<file path="src/design/rafb_pkg.sv">
// ----------------------------------------------------------------------------
// rafb_pkg
// Shared types and constants of the register access frame bridge.
// ----------------------------------------------------------------------------
package rafb_pkg;

  localparam int unsigned POS_W      = 17;
  localparam int unsigned HDR_BYTES  = 10;
  localparam int unsigned DATA_BYTES = 4;
  localparam int unsigned BIDX_W     = 4;

  localparam logic [POS_W-1:0] POS_MAX      = {POS_W{1'b1}};
  localparam logic [15:0]      LEN_OVERHEAD = 16'd7;
  localparam logic [15:0]      WR_LEN_BIAS  = 16'd5;
  localparam int unsigned      WRITE_BIT    = 7;
  localparam int unsigned      AUTOINC_BIT  = 6;
  localparam logic [31:0]      ADDR_STEP    = 32'd4;

  localparam logic [1:0] KIND_WRITE   = 2'd0;
  localparam logic [1:0] KIND_READREQ = 2'd1;
  localparam logic [1:0] KIND_BYTE    = 2'd2;

  // one queued command for the back end
  typedef struct packed {
    logic                          is_write;
    logic [HDR_BYTES-1:0][7:0]     bytes;
    logic [BIDX_W-1:0]             nbytes;
    logic                          last;
    logic                          req;
    logic [31:0]                   addr;
    logic [31:0]                   word;
  } cmd_t;

endpackage

</file>
<file path="src/design/rafb_if.sv">
// ----------------------------------------------------------------------------
// rafb_if
// Valid/ready channels of the register access frame bridge.
// ----------------------------------------------------------------------------
interface rafb_in_if;
  logic        valid;
  logic        ready;
  logic        mode;
  logic [7:0]  frame_byte;
  logic        end_of_frame;
  logic [31:0] read_data;

  modport source (output valid, mode, frame_byte, end_of_frame, read_data, input ready);
  modport sink (input valid, mode, frame_byte, end_of_frame, read_data, output ready);
endinterface

interface rafb_out_if;
  logic        valid;
  logic        ready;
  logic [1:0]  result_kind;
  logic [31:0] bus_address;
  logic [31:0] write_word;
  logic [7:0]  response_byte;
  logic        last;

  modport source (output valid, result_kind, bus_address, write_word, response_byte, last,
                  input ready);
  modport sink (input valid, result_kind, bus_address, write_word, response_byte, last,
                output ready);
endinterface

</file>
<file path="src/design/rafb_front.sv">
// ----------------------------------------------------------------------------
// rafb_front
// Accepts frame bytes and read data, tracks the frame and queues commands.
// ----------------------------------------------------------------------------
module rafb_front (
  input  logic          clk,
  input  logic          rst_n,
  rafb_in_if.sink       in_bus,
  input  logic          q_full,
  output logic          push,
  output rafb_pkg::cmd_t push_cmd
);
  import rafb_pkg::*;

  typedef enum logic {PH_RECV, PH_WAIT} phase_t;

  phase_t             phase_r, phase_nxt;
  logic [POS_W-1:0]   pos_r, pos_nxt;
  logic [31:0]        addr_r, addr_nxt;
  logic [23:0]        wa_r, wa_nxt;
  logic [15:0]        wl_r, wl_nxt;
  logic [7:0]         hdr_r [HDR_BYTES];

  logic               acc;
  logic [7:0]         hb [HDR_BYTES];
  logic               is_wr;
  logic               ainc;
  logic [31:0]        addr_step;
  logic [15:0]        len16;
  logic [15:0]        wlen;
  logic [15:0]        cnt;
  logic [15:0]        rlen;
  logic [15:0]        wl_dec;
  logic               hdr_wr;

  assign in_bus.ready = !q_full;
  assign acc          = in_bus.valid && in_bus.ready;

  always_comb begin
    for (int i = 0; i < HDR_BYTES; i++) begin
      hb[i] = (pos_r == POS_W'(i)) ? in_bus.frame_byte : hdr_r[i];
    end
  end

  assign is_wr     = hb[3][WRITE_BIT];
  assign ainc      = hb[3][AUTOINC_BIT];
  assign addr_step = ainc ? addr_r + ADDR_STEP : addr_r;
  assign len16     = {hb[1], hb[2]};
  assign wlen      = (len16 > WR_LEN_BIAS) ? ((len16 - WR_LEN_BIAS) >> 2) : 16'd0;
  assign cnt       = {hb[8], hb[9]};
  assign rlen      = {cnt[13:0], 2'b00} + LEN_OVERHEAD;
  assign wl_dec    = wl_r - 16'd1;
  assign hdr_wr    = acc && !in_bus.mode && (phase_r == PH_RECV) &&
                     (pos_r < POS_W'(HDR_BYTES));

  always_comb begin
    phase_nxt = phase_r;
    pos_nxt   = pos_r;
    addr_nxt  = addr_r;
    wa_nxt    = wa_r;
    wl_nxt    = wl_r;
    push      = 1'b0;
    push_cmd  = '0;
    if (acc) begin
      if (in_bus.mode) begin
        if (phase_r == PH_WAIT) begin
          push            = 1'b1;
          push_cmd.bytes[0] = in_bus.read_data[31:24];
          push_cmd.bytes[1] = in_bus.read_data[23:16];
          push_cmd.bytes[2] = in_bus.read_data[15:8];
          push_cmd.bytes[3] = in_bus.read_data[7:0];
          push_cmd.nbytes = BIDX_W'(DATA_BYTES);
          push_cmd.last   = (wl_dec == 16'd0);
          push_cmd.req    = (wl_dec != 16'd0);
          push_cmd.addr   = addr_step;
          addr_nxt        = addr_step;
          wl_nxt          = wl_dec;
          if (wl_dec == 16'd0) begin
            phase_nxt = PH_RECV;
          end
        end
      end else if (phase_r == PH_RECV) begin
        if (pos_r == POS_W'(7)) begin
          addr_nxt = {hb[4], hb[5], hb[6], hb[7]};
          wl_nxt   = is_wr ? wlen : 16'd0;
        end else if ((pos_r >= POS_W'(8)) && is_wr && (wl_r != 16'd0)) begin
          if (pos_r[1:0] != 2'd3) begin
            wa_nxt = {wa_r[15:0], in_bus.frame_byte};
          end else begin
            push              = 1'b1;
            push_cmd.is_write = 1'b1;
            push_cmd.addr     = addr_r;
            push_cmd.word     = {wa_r, in_bus.frame_byte};
            wa_nxt            = '0;
            wl_nxt            = wl_dec;
            addr_nxt          = addr_step;
          end
        end
        if (pos_r != POS_MAX) begin
          pos_nxt = pos_r + POS_W'(1);
        end
        if (in_bus.end_of_frame) begin
          if (!is_wr && (pos_r >= POS_W'(9))) begin
            wl_nxt          = cnt;
            push            = 1'b1;
            push_cmd.bytes  = {hb[9], hb[8], hb[7], hb[6], hb[5], hb[4], hb[3],
                               rlen[7:0], rlen[15:8], hb[0]};
            push_cmd.nbytes = BIDX_W'(HDR_BYTES);
            push_cmd.last   = (cnt == 16'd0);
            push_cmd.req    = (cnt != 16'd0);
            push_cmd.addr   = addr_r;
            if (cnt != 16'd0) begin
              phase_nxt = PH_WAIT;
            end
          end else begin
            wl_nxt = '0;
          end
          pos_nxt = '0;
          wa_nxt  = '0;
        end
      end
    end
  end

  always_ff @(posedge clk) begin
    if (!rst_n) begin
      phase_r <= PH_RECV;
      pos_r   <= '0;
      addr_r  <= '0;
      wa_r    <= '0;
      wl_r    <= '0;
    end else begin
      phase_r <= phase_nxt;
      pos_r   <= pos_nxt;
      addr_r  <= addr_nxt;
      wa_r    <= wa_nxt;
      wl_r    <= wl_nxt;
    end
  end

  always_ff @(posedge clk) begin
    if (hdr_wr) begin
      hdr_r[pos_r[BIDX_W-1:0]] <= in_bus.frame_byte;
    end
  end

endmodule

</file>
<file path="src/design/rafb_queue.sv">
// ----------------------------------------------------------------------------
// rafb_queue
// Small command queue between the front and the back end.
// ----------------------------------------------------------------------------
module rafb_queue #(
  parameter int unsigned DEPTH = 4
) (
  input  logic           clk,
  input  logic           rst_n,
  input  logic           push,
  input  rafb_pkg::cmd_t push_cmd,
  output logic           full,
  input  logic           pop,
  output logic           not_empty,
  output rafb_pkg::cmd_t head
);
  import rafb_pkg::*;

  localparam int unsigned PTR_W = (DEPTH > 1) ? $clog2(DEPTH) : 1;
  localparam int unsigned CNT_W = $clog2(DEPTH + 1);

  cmd_t             slot_r [DEPTH];
  logic [PTR_W-1:0] wr_ptr_r, wr_ptr_nxt;
  logic [PTR_W-1:0] rd_ptr_r, rd_ptr_nxt;
  logic [CNT_W-1:0] count_r, count_nxt;
  logic             do_push;
  logic             do_pop;

  assign full      = (count_r == CNT_W'(DEPTH));
  assign not_empty = (count_r != '0);
  assign head      = slot_r[rd_ptr_r];
  assign do_push   = push && !full;
  assign do_pop    = pop && not_empty;

  always_comb begin
    wr_ptr_nxt = wr_ptr_r;
    rd_ptr_nxt = rd_ptr_r;
    count_nxt  = count_r;
    if (do_push) begin
      wr_ptr_nxt = (wr_ptr_r == PTR_W'(DEPTH - 1)) ? '0 : wr_ptr_r + PTR_W'(1);
    end
    if (do_pop) begin
      rd_ptr_nxt = (rd_ptr_r == PTR_W'(DEPTH - 1)) ? '0 : rd_ptr_r + PTR_W'(1);
    end
    if (do_push && !do_pop) begin
      count_nxt = count_r + CNT_W'(1);
    end else if (do_pop && !do_push) begin
      count_nxt = count_r - CNT_W'(1);
    end
  end

  always_ff @(posedge clk) begin
    if (!rst_n) begin
      wr_ptr_r <= '0;
      rd_ptr_r <= '0;
      count_r  <= '0;
    end else begin
      wr_ptr_r <= wr_ptr_nxt;
      rd_ptr_r <= rd_ptr_nxt;
      count_r  <= count_nxt;
    end
  end

  always_ff @(posedge clk) begin
    if (do_push) begin
      slot_r[wr_ptr_r] <= push_cmd;
    end
  end

endmodule

</file>
<file path="src/design/rafb_back.sv">
// ----------------------------------------------------------------------------
// rafb_back
// Expands queued commands into bus writes, read requests and response bytes.
// ----------------------------------------------------------------------------
module rafb_back (
  input  logic           clk,
  input  logic           rst_n,
  input  logic           q_valid,
  input  rafb_pkg::cmd_t q_head,
  output logic           pop,
  rafb_out_if.source     out_bus
);
  import rafb_pkg::*;

  cmd_t              cmd_r;
  logic              busy_r, busy_nxt;
  logic [BIDX_W-1:0] idx_r, idx_nxt;
  logic [BIDX_W-1:0] last_idx;
  logic              final_res;
  logic              out_acc;

  assign out_acc   = out_bus.valid && out_bus.ready;
  assign last_idx  = cmd_r.req ? cmd_r.nbytes : cmd_r.nbytes - BIDX_W'(1);
  assign final_res = cmd_r.is_write || (idx_r == last_idx);
  assign pop       = q_valid && (!busy_r || (out_acc && final_res));

  always_comb begin
    busy_nxt = busy_r;
    idx_nxt  = idx_r;
    if (pop) begin
      busy_nxt = 1'b1;
      idx_nxt  = '0;
    end else if (out_acc) begin
      if (final_res) begin
        busy_nxt = 1'b0;
      end
      idx_nxt = idx_r + BIDX_W'(1);
    end
  end

  always_ff @(posedge clk) begin
    if (!rst_n) begin
      busy_r <= 1'b0;
      idx_r  <= '0;
    end else begin
      busy_r <= busy_nxt;
      idx_r  <= idx_nxt;
    end
  end

  always_ff @(posedge clk) begin
    if (pop) begin
      cmd_r <= q_head;
    end
  end

  always_comb begin
    out_bus.valid         = busy_r;
    out_bus.result_kind   = KIND_WRITE;
    out_bus.bus_address   = '0;
    out_bus.write_word    = '0;
    out_bus.response_byte = '0;
    out_bus.last          = 1'b0;
    if (cmd_r.is_write) begin
      out_bus.result_kind = KIND_WRITE;
      out_bus.bus_address = cmd_r.addr;
      out_bus.write_word  = cmd_r.word;
    end else if (idx_r < cmd_r.nbytes) begin
      out_bus.result_kind   = KIND_BYTE;
      out_bus.response_byte = cmd_r.bytes[idx_r];
      out_bus.last          = cmd_r.last && (idx_r == cmd_r.nbytes - BIDX_W'(1));
    end else begin
      out_bus.result_kind = KIND_READREQ;
      out_bus.bus_address = cmd_r.addr;
    end
  end

endmodule

</file>
<file path="src/design/register_access_frame_bridge.sv">
// ----------------------------------------------------------------------------
// register_access_frame_bridge
// Each result is registered in the command queue, then in the back end's command register.
// Throughput: one input transaction per cycle while the command queue has room;
// results leave one per cycle while ready (read frame end 10-11, read data 4-5).
// Reset: synchronous rst_n clears frame tracking, queue and output stage.
// ----------------------------------------------------------------------------
module register_access_frame_bridge #(
  parameter int unsigned QUEUE_DEPTH = 4
) (
  input  logic       clk,
  input  logic       rst_n,
  rafb_in_if.sink    in_bus,
  rafb_out_if.source out_bus
);
  import rafb_pkg::*;

  logic push;
  cmd_t push_cmd;
  logic q_full;
  logic q_valid;
  logic pop;
  cmd_t q_head;

  rafb_front u_front (
    .clk      (clk),
    .rst_n    (rst_n),
    .in_bus   (in_bus),
    .q_full   (q_full),
    .push     (push),
    .push_cmd (push_cmd)
  );

  rafb_queue #(
    .DEPTH (QUEUE_DEPTH)
  ) u_queue (
    .clk       (clk),
    .rst_n     (rst_n),
    .push      (push),
    .push_cmd  (push_cmd),
    .full      (q_full),
    .pop       (pop),
    .not_empty (q_valid),
    .head      (q_head)
  );

  rafb_back u_back (
    .clk     (clk),
    .rst_n   (rst_n),
    .q_valid (q_valid),
    .q_head  (q_head),
    .pop     (pop),
    .out_bus (out_bus)
  );

endmodule

</file>
<file path="src/flat_wrapper.sv">
// flat-port wrapper written by rule: the top's interface ports become plain ports
module register_access_frame_bridge_flat import rafb_pkg::*;
#(
  parameter int unsigned QUEUE_DEPTH = 4
)
  (clk, rst_n, in_bus_valid, in_bus_mode, in_bus_frame_byte, in_bus_end_of_frame, in_bus_read_data, in_bus_ready, out_bus_valid, out_bus_result_kind, out_bus_bus_address, out_bus_write_word, out_bus_response_byte, out_bus_last, out_bus_ready);
  rafb_in_if in_bus_i ();
  rafb_out_if out_bus_i ();
  input  logic clk;
  input  logic rst_n;
  input wire logic [$bits(in_bus_i.valid)-1:0] in_bus_valid;
  input wire logic [$bits(in_bus_i.mode)-1:0] in_bus_mode;
  input wire logic [$bits(in_bus_i.frame_byte)-1:0] in_bus_frame_byte;
  input wire logic [$bits(in_bus_i.end_of_frame)-1:0] in_bus_end_of_frame;
  input wire logic [$bits(in_bus_i.read_data)-1:0] in_bus_read_data;
  output wire logic [$bits(in_bus_i.ready)-1:0] in_bus_ready;
  output wire logic [$bits(out_bus_i.valid)-1:0] out_bus_valid;
  output wire logic [$bits(out_bus_i.result_kind)-1:0] out_bus_result_kind;
  output wire logic [$bits(out_bus_i.bus_address)-1:0] out_bus_bus_address;
  output wire logic [$bits(out_bus_i.write_word)-1:0] out_bus_write_word;
  output wire logic [$bits(out_bus_i.response_byte)-1:0] out_bus_response_byte;
  output wire logic [$bits(out_bus_i.last)-1:0] out_bus_last;
  input wire logic [$bits(out_bus_i.ready)-1:0] out_bus_ready;
  assign in_bus_i.valid = in_bus_valid;
  assign in_bus_i.mode = in_bus_mode;
  assign in_bus_i.frame_byte = in_bus_frame_byte;
  assign in_bus_i.end_of_frame = in_bus_end_of_frame;
  assign in_bus_i.read_data = in_bus_read_data;
  assign in_bus_ready = in_bus_i.ready;
  assign out_bus_valid = out_bus_i.valid;
  assign out_bus_result_kind = out_bus_i.result_kind;
  assign out_bus_bus_address = out_bus_i.bus_address;
  assign out_bus_write_word = out_bus_i.write_word;
  assign out_bus_response_byte = out_bus_i.response_byte;
  assign out_bus_last = out_bus_i.last;
  assign out_bus_i.ready = out_bus_ready;
  register_access_frame_bridge #(.QUEUE_DEPTH(QUEUE_DEPTH)) u_core (.clk(clk), .rst_n(rst_n), .in_bus(in_bus_i), .out_bus(out_bus_i));
endmodule
</file>
<file path="config.mk">
export PLATFORM = sky130hd
export DESIGN_NAME = register_access_frame_bridge_flat
export DESIGN_NICKNAME = d
export VERILOG_FILES = /design/src/design/rafb_pkg.sv /design/src/design/rafb_if.sv /design/src/design/rafb_front.sv /design/src/design/rafb_queue.sv /design/src/design/rafb_back.sv /design/src/design/register_access_frame_bridge.sv /design/src/flat_wrapper.sv
export SDC_FILE = /design/constraint.sdc
export NUM_CORES = 1
export LEC_CHECK = 0
export BUFFER_PORTS_ARGS = -buffer_cell sky130_fd_sc_hd__buf_4
export CAP_MARGIN = 15
export CORE_MARGIN = 2
export CORE_UTILIZATION = 45
export CTS_CLUSTER_DIAMETER = 120
export CTS_CLUSTER_SIZE = 30
export DETAILED_ROUTE_END_ITERATION = 6
export GPL_TIMING_DRIVEN = 0
export SLEW_MARGIN = 20
export SYNTH_ARGS = -nofsm -noshare
export SYNTH_HDL_FRONTEND = slang
export SYNTH_SLANG_ARGS = --single-unit
</file>
<file path="constraint.sdc">
create_clock -name clk -period 28.3 [get_ports clk]
set_clock_uncertainty 0.2 [all_clocks]
set_input_delay 4.245 -clock clk [delete_from_list [all_inputs] [get_ports clk]]
set_output_delay 4.245 -clock clk [all_outputs]
set_load 0.1 [all_outputs]
</file>
# [Yosys cells after proc, flatten, opt, wreduce, memory -nomap -nowiden]
# Memory sizes are Yosys's and may differ from the RTL's. A register that Yosys moved wholly into a read port is not among the register bits.
# Index checks and enable logic that the tools add are counted.
[word_totals] ff_bits=102 ram_bits=684 in_bits=46 output_inout_bits=77 wordCells=179 mem_count=2
[classes] n_addsub=11 order_cmp=6 n_eq_ne=21 muxes=83 n_bitwise=3 n_reduce_logical=43
[memory_table] memory="u_core.u_queue.slot_r" words=4 word_bits=151 read_ports=1 rd_clocked_by_memory_dff=1 write_ports=1 line="rafb_queue.sv:22" source="cmd_t slot_r [DEPTH];"
[memory_table] memory="u_core.u_front.hdr_r" words=10 word_bits=8 read_ports=10 rd_clocked_by_memory_dff=0 write_ports=1 line="rafb_front.sv:22" source="logic [7:0] hdr_r [HDR_BYTES];"
[op_table] operator="32-bit 2-to-1 mux" count=11
[op_table] operator="151-bit 2-to-1 mux" count=2
[op_table] operator="118-bit 2-to-1 mux" count=2
[op_table] operator="64-bit 2-to-1 mux" count=3
[op_table] operator="70-bit 2-to-1 mux" count=2
[op_table] operator="16-bit 2-to-1 mux" count=8
[op_table] operator="8-bit 2-to-1 mux" count=13
[op_table] operator="24-bit 2-to-1 mux" count=4
[op_table] operator="17-bit by 3-bit == test with 1-bit output, second input constant" count=4
[op_table] operator="49-bit 2-to-1 mux" count=1
[op_table] operator="16-bit nonzero test" count=3
[op_table] operator="17-bit by 2-bit == test with 1-bit output, second input constant" count=2
[op_table] operator="17-bit by 4-bit == test with 1-bit output, second input constant" count=2
[op_table] operator="17-bit by 4-bit greater-or-equal comparator with 1-bit output, second input constant" count=2
[op_table] operator="17-bit 2-to-1 mux" count=2
[op_table] operator="32-bit by 3-bit adder with 32-bit output, second input constant" count=1
[op_table] operator="8-bit binary-select mux with 4-bit select" count=1
[op_table] operator="16-bit logical NOT" count=2
[op_table] operator="14-bit 2-to-1 mux" count=2
[op_table] operator="1-bit 2-to-1 mux" count=25
[op_table] operator="17-bit by 1-bit adder with 17-bit output, second input constant" count=1
[op_table] operator="17-bit by 1-bit == test with 1-bit output, second input constant" count=1
[op_table] operator="17-bit logical NOT" count=1
[op_table] operator="17-bit by 4-bit < comparator with 1-bit output, second input constant" count=1
[op_table] operator="33 further kinds" count=71

# [Logic depth before layout (Yosys ltp)]
# Gate-level depths: netlist of the first run.
[logic_depth] word_depth=16 mapped_depth=15

# [Hierarchy]
# From an unflattened synthesis of the first run, not the netlist that was laid out.
[hier_totals] cells_unflattened=2498 hier_area_um2=39296.4
[modules_own_cells] mod="rafb_queue" instances=1 cells_each=840 area_per_inst_um2=22245.1 seq_area_each_um2=18317.6
[modules_own_cells] mod="rafb_front" instances=1 cells_each=1318 area_per_inst_um2=10867.9 seq_area_each_um2=4204.0
[modules_own_cells] mod="rafb_back" instances=1 cells_each=340 area_per_inst_um2=6183.4 seq_area_each_um2=4634.4

# [Worst setup path after synthesis of the first run]
# No wires, ideal clock.
[synth_timing] kind="input port to flip-flop" start="input out_bus_ready" end="register u_core.u_queue.count_r[2]" t_arrival_ns=13.575 path_slack_ns=14.454 path_stages=9 n_path_buf=0 path_cell_list="o31ai_1 > a21oi_1 > inv_1 > ha_1 > inv_1 > fa_1 > xor2_1 > or3_1 > a21oi_1"
[synth_via] elab_chain_len=8 word_cells_on_any_way=10 classes_between="mux: 1; reduce/logical: 9"
[synth_rtl] element="start: declaration" line="flat_wrapper.sv:23" source="input wire logic [$bits(out_bus_i.ready)-1:0] out_bus_ready;"
[synth_rtl] element="1-bit logical AND (*)" line="rafb_back.sv:22" source="assign out_acc = out_bus.valid && out_bus.ready;"
[synth_rtl] element="1-bit logical AND (*)" line="rafb_back.sv:25" source="assign pop = q_valid && (!busy_r || (out_acc && final_res));"
[synth_rtl] element="1-bit logical OR (*)" line="rafb_back.sv:25"
[synth_rtl] element="1-bit logical AND (*)" line="rafb_back.sv:25"
[synth_rtl] element="via u_core.pop" line="register_access_frame_bridge.sv:22" source="logic pop;"
[synth_rtl] element="1-bit logical AND (*)" line="rafb_queue.sv:33" source="assign do_pop = pop && not_empty;"
[synth_rtl] element="1-bit logical NOT" line="rafb_queue.sv:45" source="if (do_push && !do_pop) begin"
[synth_rtl] element="1-bit logical AND" line="rafb_queue.sv:45"
[synth_rtl] element="3-bit 2-to-1 mux / 2-bit nonzero test (equally long branches)"
[synth_rtl] element="end signal: assignment" line="rafb_queue.sv:60" source="count_r <= count_nxt;"
[synth_rtl] element="end: declaration" line="rafb_queue.sv:25" source="logic [CNT_W-1:0] count_r, count_nxt;"
# Mark *: on every way through the listed nets, which the timed path passes. The rest lies on a longest branch.
# A chain may end at the register's enable or synchronous reset.

# [Worst setup path in the final report of the first run]
[layout_timing] start="input in_bus_frame_byte[7]" end="memory u_core.u_queue.slot_r[1][145] in the netlist's numbering (enable)"
[layout_via] elab_chain_len=13 word_cells_on_any_way=15 classes_between="mux: 10; reduce/logical: 5"
[layout_rtl] element="start: declaration" line="flat_wrapper.sv:13" source="input wire logic [$bits(in_bus_i.frame_byte)-1:0] in_bus_frame_byte;"
[layout_rtl] element="8-bit 2-to-1 mux (*)" line="rafb_front.sv:41" source="hb[i] = (pos_r == POS_W'(i)) ? in_bus.frame_byte : hdr_r[i];"
[layout_rtl] element="1-bit logical AND (2 in series)" line="rafb_front.sv:86" source="end else if ((pos_r >= POS_W'(8)) && is_wr && (wl_r != 16'd0)) begin"
[layout_rtl] element="1-bit 2-to-1 mux" line="rafb_front.sv:86"
[layout_rtl] element="1-bit 2-to-1 mux" line="rafb_front.sv:83" source="if (pos_r == POS_W'(7)) begin"
[layout_rtl] element="1-bit 2-to-1 mux" line="rafb_front.sv:103" source="if (!is_wr && (pos_r >= POS_W'(9))) begin"
[layout_rtl] element="1-bit 2-to-1 mux (*)" line="rafb_front.sv:102" source="if (in_bus.end_of_frame) begin"
[layout_rtl] element="1-bit 2-to-1 mux (*)" line="rafb_front.sv:82" source="end else if (phase_r == PH_RECV) begin"
[layout_rtl] element="1-bit 2-to-1 mux (*)" line="rafb_front.sv:65" source="if (in_bus.mode) begin"
[layout_rtl] element="1-bit 2-to-1 mux (*)" line="rafb_front.sv:64" source="if (acc) begin"
[layout_rtl] element="1-bit logical AND (*)" line="rafb_queue.sv:32" source="assign do_push = push && !full;"
[layout_rtl] element="via u_core.u_queue.do_push" line="rafb_queue.sv:26" source="logic do_push;"
[layout_rtl] element="1-bit 2-to-1 mux (*)" line="rafb_queue.sv:65" source="if (do_push) begin"
[layout_rtl] element="1-bit 2-to-1 mux (implied by the code) (*)" line="rafb_queue.sv:66" source="slot_r[wr_ptr_r] <= push_cmd;"
[layout_rtl] element="end: declaration" line="rafb_queue.sv:22"
# Marked as above.

==> results of run 1 <==
## cells in the final DEF, fill, tap and decap left out, drive strengths merged, types with 10 or more instances in the layout
cell type and n:
nor3 45, nor4 14, a311oi 13, o22ai 12, and3 58, edfxtp 825, mux2i 78, mux4 165
xnor2 37, or3 19, dfxtp 102, buf 176, clkbuf 190, nor2 168, ha 25, o21ai 125
nand3 62, nand2 169, a21oi 124, nand4 17, and2 96, or4 10, a31oi 20, inv 34
xor2 20, nand2b 10
## sequential cells by signal, indices dropped and copies added (netlist names)
register                     count
u_core.u_queue.slot_r          596
u_core.u_front.addr_r           32
u_core.u_front.hdr_r            80
u_core.u_queue.count_r           3
u_core.u_back.out_bus.valid      1
u_core.u_back.idx_r              4
u_core.u_front.wl_r             16
u_core.u_front.phase_r           1
u_core.u_queue.rd_ptr_r          2
u_core.u_front.wa_r             24
u_core.u_back.cmd_r            149
u_core.u_front.pos_r            17
u_core.u_queue.wr_ptr_r          2
## per-layer routing
| metal | vias up | share of wire (%) | track usage [%] |
|---|---|---|---|
| met5 | - | 0.023 | 0 |
| met4 | 4 | 2.0 | 4.70 |
| met3 | 127 | 6.1 | 2.68 |
| met2 | 812 | 49 | 38.1 |
| met1 | 11700 | 43 | 33.0 |
| li1 | 10100 | - | - |
## critical path, cell delays in order
cell      delay, ps
buf_4           210
clkbuf_1        480
nand4_1         360
a211oi_2        460
buf_2           390
o21ai_1         130
a21oi_2         530
and2_4          710
buf_16          320
buf_16          270
buf_12          270
## how the worst max path moves through the flow
stage / end / slack (ps) / cells past startpoint
after floorplan: u_core.u_queue.count_r[2]$_SDFFE_PN0P_ / 14450 / 9
after global placement: u_core.u_queue.count_r[2]$_SDFFE_PN0P_ / 7940 / 10
after detailed placement: u_core.u_queue.slot_r[1][64]$_DFFE_PP_ / 19250 / 11
after CTS: out_bus_response_byte[1] / 19710 / 7
after global routing: out_bus_last / 19630 / 11
final: u_core.u_queue.slot_r[1][145]$_DFFE_PP_ / 19880 / 11
## power breakdown
part | internal, mW | switching [mW]
Sequential | 1.67 | 0.0527
Clock | 0.264 | 0.413
Combinational | 0.415 | 0.849
## cell type report
class,instances,area [um2]
clock buffers,57,1000
flip-flops and latches,927,26800
inverters,34,128
diodes,3,7.51
clock inverters,7,108
fillers,7259,42300
multi-input cells,1397,11200
repair buffers,148,1520
well taps,1144,1430
plain buffers,161,647
## kinds of logic after synthesis
group | share of synthesized area [%]
XOR/XNOR | 1.29
AO/OA/AOI/OAI | 5.97
flip-flops | 69.3
buffers and inverters | 1.97
adder cells (fa/ha/maj) | 0.860
AND/OR/NAND/NOR | 8.85
multiplexers | 11.7
## through the flow
step / utilization [%] / setup WS [ps] / cells
floorplan: - / 14450 / 2519
global placement: 48.2 / 7940 / 3784
detailed placement: 49.0 / 19250 / 3810
CTS: 50.3 / 19710 / 3874
global route: 50.3 / 19630 / 3875
finish: 50.3 / 19880 / 3878
==> flow_metrics.env, run 1 <==
export IMPL_grt_pass1_wl_mm=150
export IMPL_dp_hpwl_mm=72.6
export IMPL_port_buffers=121
export IMPL_cp_required_ps=28400
export IMPL_p_total_mw=3.66
export IMPL_cp_startpoint="in_bus_frame_byte[7]"
export IMPL_cts_buffer_depth=3
export IMPL_dr_first_iter_drc_count=2372
export IMPL_core_rowCount=107
export IMPL_grt_start_max_net_pins=43
export IMPL_die_area_um2=88300
export IMPL_ys_flop_type="edfxtp_1"
export IMPL_period_needed_ps=8420
export IMPL_first_global_vias=22400
export IMPL_grt_overflow_total=0
export IMPL_rsz0062_at_grt="no"
export IMPL_syn_area_um2=38700
export IMPL_slew_violations=0
export IMPL_drive_gt1_share_pct=14.9
export IMPL_place_congestion=0.959
export IMPL_cts_resized=0
export IMPL_timing_rr_start="u_core.u_front.wl_r[0]$_SDFFE_PN0P_"
export IMPL_status="finished, final reports clean"
export IMPL_start_util_pct=45.4
export IMPL_drc=0
export IMPL_clk_latency_ps=630
export IMPL_crit_path_start_kind="primary input"
export IMPL_synth_top_area_share_pct=64.0
export IMPL_die_y_um=297
export IMPL_clk_pin_slew_ps=110
export IMPL_wirelength_mm=102
export IMPL_setup_tns_ps=0
export IMPL_hold_path_startpoint="u_core.u_front.wa_r[17]$_SDFFE_PN0P_"
export IMPL_synth_top_cells_by_area="edfxtp_1, mux4_2, dfxtp_1"
export IMPL_holdCritPathClass="reg2reg"
export IMPL_wl_per_cell_um=26.4
export IMPL_vias=22800
export IMPL_numCtsBuffers=37
export IMPL_drt_pass1_iter_count=6
export IMPL_synth_cells_most_frequent="edfxtp_1, nand2_1, nor2_1, mux4_2, clkbuf_1"
export IMPL_tritoncts="built"
export IMPL_synth_edf_count=825
export IMPL_slew_headroom_pct=14.0
export IMPL_r2r_cells=13
export IMPL_finalCritPeriodShare_pct=29.7
export IMPL_placed_cell_area_um2=41700
export IMPL_finalHoldViolCount=0
export IMPL_p_leak_nw=13.9
export IMPL_rrSetupSlack_ps=23180
export IMPL_root_buffer="clkbuf_16"
export IMPL_yosys_warnings=0
export IMPL_pin_count=123
export IMPL_htreeDepth=2
export IMPL_cap_violations=0
export IMPL_worstMarginPinSlew_ps=1290
export IMPL_fin_hold_ws_ps=260
export IMPL_yosysTopAreaCell="edfxtp_1"
export IMPL_grtUsageTotal_pct=23.0
export IMPL_ant_nets=0
export IMPL_routed_via_density=5.87
export IMPL_coreArea_um2=85100
export IMPL_synth_distinct_cells=81
export IMPL_post_cts_setup_buffers=0
export IMPL_syn_to_final_growth_pct=10.7
export IMPL_netlist_instances=2519
export IMPL_synthArstFlopShare_pct=0
export IMPL_reg2reg_to="u_core.u_queue.slot_r[1][145]$_DFFE_PP_"
export IMPL_grt_antenna_before_repair=5
export IMPL_yosys_cell_count_top_type="edfxtp_1"
export IMPL_postLayoutCellArea_um2=42800
export IMPL_nets=2778
export IMPL_cts_hold_buf=0
export IMPL_arrival_ps=8520
export IMPL_clock_fmax_mhz=119
export IMPL_synth_seq_cells=927
export IMPL_ir_drop_mv=0.0717
export IMPL_syn_area_per_cell_um2=15.4
export IMPL_criticalPathCategory="in2reg"
export IMPL_power_per_cell_area_nw_per_um2=85.6
export IMPL_hold_end="u_core.u_front.wa_r[17]$_SDFFE_PN0P_"
export IMPL_holdPathStages=2
export IMPL_setup_viol=0
export IMPL_cp_max_fo=42
export IMPL_end_kind="flip-flop"
export IMPL_ys_seq_area_share_pct=69.3
export IMPL_chipWidth_um=297
export IMPL_synth_fp_nets=2591
export IMPL_cts_sinks=927
(Power assumes the default switching activity.)
==> run 2: changes to the inputs <==
Clock period 28.3 ns to 7.45 ns, I/O delays scaled along.
==> run 2 against run 1 <==
Count of clock-buffer cells in the layout up 3. Final cell count unchanged. First-iteration DRC count down 1.8%. Critical path depth unchanged. Critical path type is now reg2out. Largest power group unchanged.
==> flow_metrics.env, run 2 (synthesis results as in run 1) <==
export IMPL_status="finished, final reports clean"
export IMPL_setup_viol=0
export IMPL_chipWidth_um=297
export IMPL_drc=0
export IMPL_diodes=0
export IMPL_cap_violations=0
export IMPL_dp_cells=3809
export IMPL_cp_max_fo=10
export IMPL_crit_path_start_kind="flip-flop"
export IMPL_port_buffers=121
export IMPL_grt_antenna_before_repair=5
export IMPL_criticalPathCategory="reg2out"
export IMPL_ir_drop_mv=0.327
export IMPL_wl_per_cell_um=27.0
export IMPL_tritoncts="built"
export IMPL_drt_pass1_iter_count=5
export IMPL_pin_count=123
export IMPL_final_core_util_pct=50.4
export IMPL_clock_fmax_mhz=188
export IMPL_power_per_cell_area_nw_per_um2=328
export IMPL_grtUsageTotal_pct=23.4
export IMPL_nets=2777
export IMPL_placed_cell_area_um2=41700
export IMPL_grt_pass1_wl_mm=153
export IMPL_grt_overflow_total=0
export IMPL_final_common_cell="edfxtp_1"
export IMPL_end_kind="output pin"
export IMPL_slew_violations=0
export IMPL_cts_buffer_depth=3
export IMPL_first_global_vias=22900
export IMPL_syn_to_final_growth_pct=10.9
export IMPL_cts_sinks=927
export IMPL_die_area_um2=88300
export IMPL_die_y_um=297
export IMPL_core_rowCount=107
export IMPL_rsz0062_at_grt="no"
export IMPL_start_util_pct=45.4
export IMPL_arrival_ps=4000
export IMPL_seq_area_um2=26800
export IMPL_vias=22900
export IMPL_post_cts_setup_buffers=0
export IMPL_p_total_mw=14.1
export IMPL_grt_start_max_net_pins=45
export IMPL_finalCritPeriodShare_pct=71.4
export IMPL_final_cell_mix="edfxtp_1, nand2_1, nor2_1, mux4_2, clkbuf_1"
export IMPL_cts_resized=0
export IMPL_finalHoldViolCount=0
export IMPL_period_needed_ps=5320
export IMPL_fill_cells=7204
export IMPL_place_congestion=0.955
export IMPL_holdCritPathClass="reg2reg"
export IMPL_slew_headroom_pct=20.5
export IMPL_cts_hold_buf=0
export IMPL_cp_required_ps=6130
export IMPL_postLayoutCellArea_um2=42900
export IMPL_clk_latency_ps=640
export IMPL_p_leak_nw=13.9
export IMPL_coreArea_um2=85100
export IMPL_clk_pin_slew_ps=110
export IMPL_drive_gt1_share_pct=14.9
export IMPL_ant_nets=0
export IMPL_dr_first_iter_drc_count=2329
export IMPL_final_cells=3878
export IMPL_setup_tns_ps=0
export IMPL_dp_hpwl_mm=73.4
export IMPL_worstMarginPinSlew_ps=1190
export IMPL_routed_via_density=5.91
export IMPL_root_buffer="clkbuf_16"
export IMPL_numCtsBuffers=38
export IMPL_largest_reg_flops=596
export IMPL_htreeDepth=2
export IMPL_multi_input_area_um2=11100
export IMPL_regMostFlops="u_core.u_queue.slot_r"
export IMPL_wirelength_mm=105
-- run 2: layout make-up --
type	instances	area share, %
buffer	161	1.51
clock inverter	9	0.362
inverter	34	0.297
tap	1144	3.34
timing repair buffer	146	3.56
sequential	927	62.5
clock buffer	60	2.46
multi-input combinational	1397	26.0
-- run 2: through the flow --
step,setup slack [ps],hold WS [ps]
finish,2130,258
CTS,2080,266
detailed placement,1810,251
floorplan,248,227
global placement,-3770,243
global route,1880,283
-- run 2: final timing paths --
check                                                          start                                      end  slack, ps  depth (start not counted)
worst min-delay path            u_core.u_front.wa_r[20]$_SDFFE_PN0P_     u_core.u_front.wa_r[20]$_SDFFE_PN0P_        260                          2
worst max-delay path             u_core.u_back.idx_r[1]$_SDFFE_PP0P_                             out_bus_last       2130                         11
worst min register to register  u_core.u_front.wa_r[20]$_SDFFE_PN0P_     u_core.u_front.wa_r[20]$_SDFFE_PN0P_        260                          2
worst max register to register  u_core.u_front.pos_r[1]$_SDFFE_PN0P_  u_core.u_queue.slot_r[3][133]$_DFFE_PP_       2430                         10
-- run 2: critical path, cell delays in order (launching register included) --
cell	delay (ps)
dfxtp_1	450
clkbuf_1	680
inv_1	110
ha_1	210
nor2b_1	100
o21ai_0	80
nand2b_1	120
or2_2	120
clkbuf_1	550
clkbuf_1	480
nor4_1	200
buf_4	290
-- run 2: layer usage --
layer / up-vias / GRT usage [%] / wire, um / part of all wire, %
li1: 10100 / - / - / -
met1: 11900 / 32.3 / 44200 / 42
met2: 768 / 39.3 / 51700 / 49
met3: 101 / 3.91 / 7000 / 6.7
met4: 0 / 4.88 / 1890 / 1.8
met5: - / 0 / 0 / 0
-- run 2: where the power goes --
group	total, mW	internal [mW]	leakage, nW	switching, mW
clock network	2.71	1.09	0.578	1.61
registers	6.55	6.34	8.45	0.203
logic	4.82	1.58	4.92	3.24
